[config.mk]
export PLATFORM = sky130hd
export DESIGN_NAME = job_table_with_compaction_core
export DESIGN_NICKNAME = d
export VERILOG_FILES = /design/src/hdl/jtc_pkg.sv /design/src/hdl/jtc_cell.sv /design/src/hdl/job_table_with_compaction_core.sv
export SDC_FILE = /design/constraint.sdc
export NUM_CORES = 1
export LEC_CHECK = 0
export ABC_CLOCK_PERIOD_IN_PS = 12400
export BUFFER_PORTS_ARGS = -buffer_cell sky130_fd_sc_hd__buf_4
export CAP_MARGIN = 0
export CORE_ASPECT_RATIO = 1.75
export CORE_MARGIN = 4
export CORE_UTILIZATION = 35
export CTS_BUF_LIST = sky130_fd_sc_hd__clkbuf_8 sky130_fd_sc_hd__clkbuf_16
export CTS_CLUSTER_DIAMETER = 40
export DETAILED_ROUTE_END_ITERATION = 10
export HOLD_SLACK_MARGIN = 0.03
export PLACE_DENSITY_LB_ADDON = 0.08
export SYNTH_ARGS = -nofsm -noshare
export SYNTH_HDL_FRONTEND = slang
export SYNTH_HIERARCHICAL = 1
export SYNTH_SLANG_ARGS = --single-unit
export TNS_END_PERCENT = 20
[constraint.sdc]
create_clock -name clk -period 12.4 [get_ports clk]
set_input_delay 0.62 -clock clk [delete_from_list [all_inputs] [get_ports clk]]
set_output_delay 0.62 -clock clk [all_outputs]
set_load 0.05 [all_outputs]
[src/hdl/jtc_pkg.sv]
package jtc_pkg;

  // Command codes carried in the command field.
  localparam logic [2:0] CMD_APPEND     = 3'd0;
  localparam logic [2:0] CMD_REMOVE_ID  = 3'd1;
  localparam logic [2:0] CMD_REMOVE_PID = 3'd2;
  localparam logic [2:0] CMD_ID_TO_PID  = 3'd3;
  localparam logic [2:0] CMD_PID_TO_ID  = 3'd4;
  localparam logic [2:0] CMD_FETCH_ID   = 3'd5;

  // Result status codes.
  localparam logic [1:0] STAT_OK      = 2'd0;
  localparam logic [1:0] STAT_MISSING = 2'd1;
  localparam logic [1:0] STAT_FULL    = 2'd2;

  // The entry count field saturates at this value.
  localparam logic [4:0] TOTAL_MAX = 5'd31;

  typedef struct packed {
    logic [2:0]  command;
    logic [7:0]  job_id;
    logic [21:0] proc_id;
    logic [1:0]  job_state;
  } in_item_t;

  typedef struct packed {
    logic [1:0]  status;
    logic [7:0]  found_id;
    logic [21:0] found_pid;
    logic [1:0]  found_state;
    logic [4:0]  entry_total;
  } out_item_t;

  // One stored job record.
  typedef struct packed {
    logic [7:0]  job_id;
    logic [21:0] proc_id;
    logic [1:0]  job_state;
  } rec_t;

  // Control broadcast from the sequencer to every cell.
  typedef struct packed {
    logic        cmp_en;
    logic        by_pid;
    logic [7:0]  key_id;
    logic [21:0] key_pid;
    logic        shift_en;
  } cell_ctl_t;

  typedef enum logic {
    ST_IDLE,
    ST_EXEC
  } seq_state_t;

endpackage

[src/hdl/jtc_cell.sv]
// One table slot. It holds a record, registers its own key compare when a
// command is taken, and passes the first-match flag and record down the row.
module jtc_cell (
  input  logic              clk,
  input  logic              rst_n,
  input  jtc_pkg::cell_ctl_t ctl,
  input  logic              live,
  input  logic              wr_en,
  input  jtc_pkg::rec_t     wr_rec,
  input  jtc_pkg::rec_t     nb_rec,
  input  logic              hit_in,
  input  jtc_pkg::rec_t     found_in,
  output logic              hit_out,
  output jtc_pkg::rec_t     found_out,
  output jtc_pkg::rec_t     rec_out
);

  jtc_pkg::rec_t rec_r;
  logic          mt_r;
  logic          key_eq;

  // Key compare against the incoming command.
  assign key_eq = ctl.by_pid ? (rec_r.proc_id == ctl.key_pid)
                             : (rec_r.job_id == ctl.key_id);

  // The match bit is captured in the cycle the command transfers in.
  always_ff @(posedge clk) begin
    if (!rst_n) begin
      mt_r <= 1'b0;
    end else if (ctl.cmp_en) begin
      mt_r <= live & key_eq;
    end
  end

  // A removal pulls the neighbor's record into every slot at or after the
  // first match; an append writes the slot just past the last valid one.
  always_ff @(posedge clk) begin
    if (ctl.shift_en && (hit_in || mt_r)) begin
      rec_r <= nb_rec;
    end else if (wr_en) begin
      rec_r <= wr_rec;
    end
  end

  // Only the first matching slot places its record on the found chain.
  assign hit_out   = hit_in | mt_r;
  assign found_out = (!hit_in && mt_r) ? rec_r : found_in;
  assign rec_out   = rec_r;

endmodule

[src/hdl/job_table_with_compaction_core.sv]
// Job table: a packed list of up to TABLE_DEPTH job records held in a row
// of slot cells. Each command runs as follows: in the cycle it transfers
// in, every cell registers the compare of its record with the key; then,
// in the execute state and once the result register is free, the
// first-match flag ripples down the row, the matched record is picked up,
// a removal shifts later records down one slot, an append fills the slot
// after the last one, and the result is loaded into the output register.
// No new command is taken until the sequencer is back in the idle state
// after that load; a stalled result holds back only the following command's execute step.
module job_table_with_compaction_core #(
  parameter int TABLE_DEPTH = 16
) (
  input  logic               clk,
  input  logic               rst_n,
  input  logic               in_valid,
  output logic               in_stall,
  input  jtc_pkg::in_item_t  in_data,
  output logic               out_valid,
  input  logic               out_stall,
  output jtc_pkg::out_item_t out_data
);

  localparam int CW = $clog2(TABLE_DEPTH + 1);

  jtc_pkg::seq_state_t state_r, state_nxt;
  logic [CW-1:0]       fill_r, fill_nxt;
  jtc_pkg::in_item_t   item_r;
  logic                out_valid_r, out_valid_nxt;
  jtc_pkg::out_item_t  out_data_r, out_data_nxt;

  logic                in_xfer;
  logic                out_free;
  logic                adv;
  logic                is_append;
  logic                is_remove;
  logic                is_search;
  logic                full;
  jtc_pkg::cell_ctl_t  ctl;

  logic                hit [0:TABLE_DEPTH];
  jtc_pkg::rec_t       found [0:TABLE_DEPTH];
  jtc_pkg::rec_t       rec_q [0:TABLE_DEPTH];

  assign in_stall = (state_r != jtc_pkg::ST_IDLE);
  assign in_xfer  = in_valid & ~in_stall;
  assign out_free = ~out_valid_r | ~out_stall;
  assign adv      = (state_r == jtc_pkg::ST_EXEC) & out_free;

  assign is_append = (item_r.command == jtc_pkg::CMD_APPEND);
  assign is_remove = (item_r.command == jtc_pkg::CMD_REMOVE_ID) ||
                     (item_r.command == jtc_pkg::CMD_REMOVE_PID);
  assign is_search = is_remove ||
                     (item_r.command == jtc_pkg::CMD_ID_TO_PID) ||
                     (item_r.command == jtc_pkg::CMD_PID_TO_ID) ||
                     (item_r.command == jtc_pkg::CMD_FETCH_ID);
  assign full      = (fill_r == CW'(TABLE_DEPTH));

  // Broadcast control: compare on the incoming command, shift on removal.
  always_comb begin
    ctl.cmp_en   = in_xfer;
    ctl.by_pid   = (in_data.command == jtc_pkg::CMD_REMOVE_PID) ||
                   (in_data.command == jtc_pkg::CMD_PID_TO_ID);
    ctl.key_id   = in_data.job_id;
    ctl.key_pid  = in_data.proc_id;
    ctl.shift_en = adv & is_remove & hit[TABLE_DEPTH];
  end

  // Ends of the row.
  assign hit[0]             = 1'b0;
  assign found[0]           = '0;
  assign rec_q[TABLE_DEPTH] = '0;

  // The row of slot cells.
  for (genvar k = 0; k < TABLE_DEPTH; k++) begin : g_cell
    jtc_cell u_cell (
      .clk       (clk),
      .rst_n     (rst_n),
      .ctl       (ctl),
      .live      (CW'(k) < fill_r),
      .wr_en     (adv & is_append & ~full & (fill_r == CW'(k))),
      .wr_rec    ({item_r.job_id, item_r.proc_id, item_r.job_state}),
      .nb_rec    (rec_q[k+1]),
      .hit_in    (hit[k]),
      .found_in  (found[k]),
      .hit_out   (hit[k+1]),
      .found_out (found[k+1]),
      .rec_out   (rec_q[k])
    );
  end

  // Sequencer and result formation.
  always_comb begin
    state_nxt     = state_r;
    fill_nxt      = fill_r;
    out_valid_nxt = out_valid_r & out_stall;
    out_data_nxt  = out_data_r;
    case (state_r)
      jtc_pkg::ST_IDLE: begin
        if (in_xfer) begin
          state_nxt = jtc_pkg::ST_EXEC;
        end
      end
      jtc_pkg::ST_EXEC: begin
        if (adv) begin
          state_nxt                = jtc_pkg::ST_IDLE;
          out_valid_nxt            = 1'b1;
          out_data_nxt.status      = jtc_pkg::STAT_OK;
          out_data_nxt.found_id    = '0;
          out_data_nxt.found_pid   = '0;
          out_data_nxt.found_state = '0;
          if (is_append) begin
            if (full) begin
              out_data_nxt.status = jtc_pkg::STAT_FULL;
            end else begin
              fill_nxt = fill_r + CW'(1);
            end
          end else if (is_search) begin
            if (!hit[TABLE_DEPTH]) begin
              out_data_nxt.status = jtc_pkg::STAT_MISSING;
            end else begin
              out_data_nxt.found_id    = found[TABLE_DEPTH].job_id;
              out_data_nxt.found_pid   = found[TABLE_DEPTH].proc_id;
              out_data_nxt.found_state = found[TABLE_DEPTH].job_state;
              if (is_remove) begin
                fill_nxt = fill_r - CW'(1);
              end
            end
          end
          out_data_nxt.entry_total =
            (32'(fill_nxt) > 32'(jtc_pkg::TOTAL_MAX)) ? jtc_pkg::TOTAL_MAX
                                                      : 5'(fill_nxt);
        end
      end
      default: begin
        state_nxt = jtc_pkg::ST_IDLE;
      end
    endcase
  end

  always_ff @(posedge clk) begin
    if (!rst_n) begin
      state_r     <= jtc_pkg::ST_IDLE;
      fill_r      <= '0;
      out_valid_r <= 1'b0;
    end else begin
      state_r     <= state_nxt;
      fill_r      <= fill_nxt;
      out_valid_r <= out_valid_nxt;
    end
  end

  // Payload registers.
  always_ff @(posedge clk) begin
    if (in_xfer) begin
      item_r <= in_data;
    end
    out_data_r <= out_data_nxt;
  end

  assign out_valid = out_valid_r;
  assign out_data  = out_data_r;

endmodule

# [After elaboration in Yosys (flattened, before gate mapping)]
# Index checks and enable logic that the tools add are counted.
[totals] regBits=609 inputBits=39 word_cells=372
[classes] add_sub_neg=2 n_lt_le_gt_ge=16 n_eq_ne=55 n_mux=77 bitwise_logic=61 reduce_logical=85
[op_table] op="32-bit 2-to-1 mux" count=47
[op_table] op="22-bit equality test" count=16
[op_table] op="8-bit equality test" count=16
[op_table] op="5-bit by 4-bit equality test with 1-bit output (second input constant)" count=8
[op_table] op="4-bit by 5-bit less-than comparator with 1-bit output (first input constant)" count=8
[op_table] op="1-bit AND" count=39
[op_table] op="33-bit 2-to-1 mux" count=1
[op_table] op="1-bit logical AND" count=31
[op_table] op="2-bit nonzero test" count=15
[op_table] op="5-bit 2-to-1 mux" count=5
[op_table] op="1-bit 2-to-1 mux" count=21
[op_table] op="5-bit by 3-bit equality test with 1-bit output (second input constant)" count=4
[op_table] op="1-bit logical OR" count=20
[op_table] op="3-bit by 5-bit less-than comparator with 1-bit output (first input constant)" count=4
[op_table] op="1-bit OR" count=16
[op_table] op="1-bit zero test" count=15
[op_table] op="5-bit by 2-bit equality test with 1-bit output (second input constant)" count=2
[op_table] op="1-bit by 5-bit less-than comparator with 1-bit output (first input constant)" count=2
[op_table] op="2-bit by 5-bit less-than comparator with 1-bit output (first input constant)" count=2
[op_table] op="3-bit by 2-bit equality test with 1-bit output (second input constant)" count=3
[op_table] op="3-bit equality test (second input constant)" count=3
[op_table] op="1-bit NOT" count=6
[op_table] op="5-bit by 1-bit adder with 5-bit output (second input constant)" count=1
[op_table] op="5-bit by 1-bit equality test with 1-bit output (second input constant)" count=1
[op_table] op="9 further kinds" count=10

# [Depth between registers and ports, before layout]
[depth] word_depth=20 ltp_mapped=22 mapped_depth_nobuf=21

# [Cells and area by module]
# Netlist, hierarchy kept.
[by_module_without_submodules] mod="jtc_cell" instances=16 cells_per_inst=152 area_each_um2=2115.8
[by_module_without_submodules] mod="job_table_with_compaction_core" instances=1 cells_per_inst=243 area_each_um2=3343.2

# [Worst setup path before layout]
# OpenSTA, ideal clock, no wires.
[synth_timing] path_kind="register -> register" from="register g_cell[0].u_cell.mt_r" to="register g_cell[3].u_cell.rec_r (netlist bit g_cell[3].u_cell/rec_out[0]) (enable)" setup_time_ns=0.482 arrival_ns=6.436 t_required_ns=11.918 slack_ns=5.482 stages_incl_launch_ff=23 n_path_buf=1 synth_period_minus_slack_ns=6.918 path_cell_list="dfxtp_1 or2_2 or2_2 or2_2 or2_2 or2_2 or2_2 or2_2 or2_2 or2_2 or2_2 or2_2 or2_2 or2_2 or2_2 or2_2 or2_2 and2b_1 nand2_2 nor2_1 nand2_1 buf_4 nand2b_1"
[synth_rtl] item="start, declared" line="jtc_cell.sv:19" rtl="logic mt_r;"
[synth_rtl] item="start signal, assigned" line="jtc_cell.sv:31" rtl="mt_r <= live & key_eq;"
[synth_rtl] item="end signal, assigned" line="jtc_cell.sv:39" rtl="rec_r <= nb_rec;"
[synth_rtl] item="end signal, assigned" line="jtc_cell.sv:41" rtl="rec_r <= wr_rec;"
[synth_rtl] item="end, declared" line="jtc_cell.sv:18" rtl="jtc_pkg::rec_t rec_r;"

==> out/metrics.csv <==
metric,value,unit
GRT overflow,0,
largest net degree at the start of global routing,59,
ANT cells,0,
final setup fails,0,
crit path DAT,8180,ps
Worst-Skew Late Latency,670,ps
DR WL/cell,22.38,µm
PnR Total Power,5.211,mW
"slowest stage delay, CP",580,ps
Synth Area per Inst,13.90,µm²
top-area cell type share of the netlist area,0.4731,
peak supply drop,103.3,µV
r2r worst-path depth,23,
TritonCTS clock tree,done,
Port-buffer cells,79,
nets,2859,
Max-cap violations,0,
Final Cycle Share,0.6428,
Worst Setup Start Kind,flop,
"Cell Chain, Critical Path",or2_2 > or2_2 > or2_2 > or2_2 > or2_2 > or2_2 > or2_2 > or2_2 > or2_2 > or2_2 > or2_2 > or2_2 > or2_2 > or2_2 > or2_2 > or2_2 > and2b_1 > nand2_2 > nor2_1 > buf_4 > nand2_1 > buf_4 > nand2b_2,
Clock Sinks,609,
GRT Overall Usage,0.1694,
Final Skew,26.52,ps
Post-CTS Repair Setup Buffers,0,
Die W,254.4,µm
WHS,150.4,ps
Initial Util,0.3517,
setup TNS,0,ps
Worst EP required,12610,ps
placed cells,4090,
f_max,0.1255,GHz
drt via density,5.013,
internal power,3.947,mW
"EDFF count, synth",586,
Die ar.,111800,µm²
Final Cell Area,42170,µm²
DP Area,39430,µm²
clk root buf,clkbuf_16,
I/O pin total,80,
cell depth of the worst setup path,23,
Worst R2R Start,g_cell[0].u_cell/mt_r,
P_leak,13.75,nW
Worst Hold Depth,1,
sw frac,0.2427,
dpl ws,4382,ps
relative slew slack,0.2897,
vias in the first global route,23960,
worst setup path start,g_cell[0].u_cell/mt_r,
Final min period,7971,ps
Post-synth ARST share,0,
hold_sp,in_data[0],
die height,439.3,µm
layout cell share with drive strength beyond 1,0.4474,
PD cells,123.6,nW/µm²
synth warn,6,
number of remaining DRC errors,0,
RD Place Congestion,0.7549,
Top delay family on crit path,simple AND/OR/NAND/NOR gates,
Clk pwr share,0.459,
Hold Path Class,input port to flop,
Psw,1.265,mW
H-tree Lvls,3,
CTS-repair resized insts,0,
post-synthesis sequential area ratio,0.4855,
CP bufs+invs,2,
Synth Flop Type,edfxtp_1,
most common cell in the netlist,mux2_2,
first-pass GRT wire length,145.3,mm
CP Capture Type,flop,
"Slew Viols, Final",0,
post-route ant nets,0,
Setup CP Type,flop to flop,
status,"complete, no violations",
Yosys reg bits,609,
"Distinct cells, synth",48,
Detailed Route WL,94.91,mm
Seq pwr share,0.452,
RSZ-0062 raised after global routing,false,
largest area contributor in the netlist,edfxtp_1,
clock buffer depth,3,
Logic pwr share,0.088,
Least-Margin Pin Slew,1063,ps
final setup margin,4429,ps
most frequent cell on the critical path,or2_2,
initial antenna violation count,2,
Post-synth top cells,"mux2_2 (992), edfxtp_1 (586), xnor2_1 (386)",
DPL Wire Length,74.01,mm
DR iter-0 viols,876,
Synth area leaders,"edfxtp_1 (47%), mux2_2 (30%), xnor2_1 (9.1%)",
Mapped Area,37200,µm²
worst-path maximum fanout,33,
Area Growth Syn to Fin,13.37,%
Gate Count Post-Synth,2675,
drt first pass iters,5,
Cell Rows,158,
Util after Layout,0.3987,
clock transition at the registers of the reported paths,60,ps
total number of vias,21260,
Final Non-Filler Cells,4241,
final hold vios,0,
Post-CTS Hold Fix Bufs,0,
core area,105800,µm²
slowest CP cell,nand2b_2,
Num CTS Buffers,83,
## layout make-up
| type | count | area, µm² |
|---|---|---|
| fill | 9854 | 63590 |
| multi-input combinational | 1988 | 18750 |
| sequential | 609 | 18060 |
| clock buffer | 83 | 2077 |
| tap | 1360 | 1702 |
| timing repair buffer | 112 | 840.8 |
| clock inverter | 68 | 663.1 |
| inverter | 21 | 78.83 |
## placed cells by master, fill, tap and decap left out, drive strengths merged, types with 6 or more instances in the layout
cell type	count
a31oi	17
and2	42
and3	17
buf	112
bufinv	8
clkbuf	83
clkinv	27
clkinvlp	6
conb	66
dfxtp	23
edfxtp	586
inv	48
mux2	1024
nand2	42
nand2b	21
nand4	112
nor2	15
nor2b	18
nor4	32
o21ai	6
o31ai	16
or2	16
or4	16
xnor2	386
xor2	99
## sequential cells by signal, indices dropped and copies added (netlist names)
name	cells
out_data	39
g_cell.u_cell/mt_r	16
item_r	35
out_valid	1
fill_r	5
in_stall	1
g_cell.u_cell/rec_out	512
## metal layers
metal / wire length [µm] / up-vias / part of all wire / global-route usage
li1: - / 10290 / - / -
met1: 36510 / 10520 / 0.38 / 0.1845
met2: 52920 / 323 / 0.56 / 0.3307
met3: 2721 / 128 / 0.029 / 0.02479
met4: 2762 / 0 / 0.029 / 0.05569
met5: 0 / - / 0 / 0
## cell families (layout without fill, tap and decap cells)
family	count (synthesis)	after routing	synth area share
compound gates	59	59	0.01117
xor+xnor	485	485	0.1142
fa+ha+maj	5	5	0.001682
buf+inv	143	284	0.02089
flops	609	609	0.4855
mux	1027	1027	0.3108
other cells	1	66	0.0001008
simple gates	346	346	0.05567
## power by group through the flow
stage / sequential [mW] / combinational [mW] / clock, mW
2_1_floorplan: 2.40 / 0.297 / 0
3_3_place_gp: 2.40 / 0.456 / 0
3_5_place_dp: 2.40 / 0.466 / 0
4_1_cts: 2.36 / 0.469 / 2.48
5_1_grt: 2.36 / 0.505 / 2.56
6_report: 2.36 / 0.460 / 2.39
## final timing paths
kind	slack, ps	endpoint
min	150	item_r[0]
max	4430	g_cell[7].u_cell/rec_out[14]
max reg2reg	4430	g_cell[7].u_cell/rec_out[14]
min reg2reg	530	g_cell[6].u_cell/mt_r
Power figures use the tool's default switching activity.
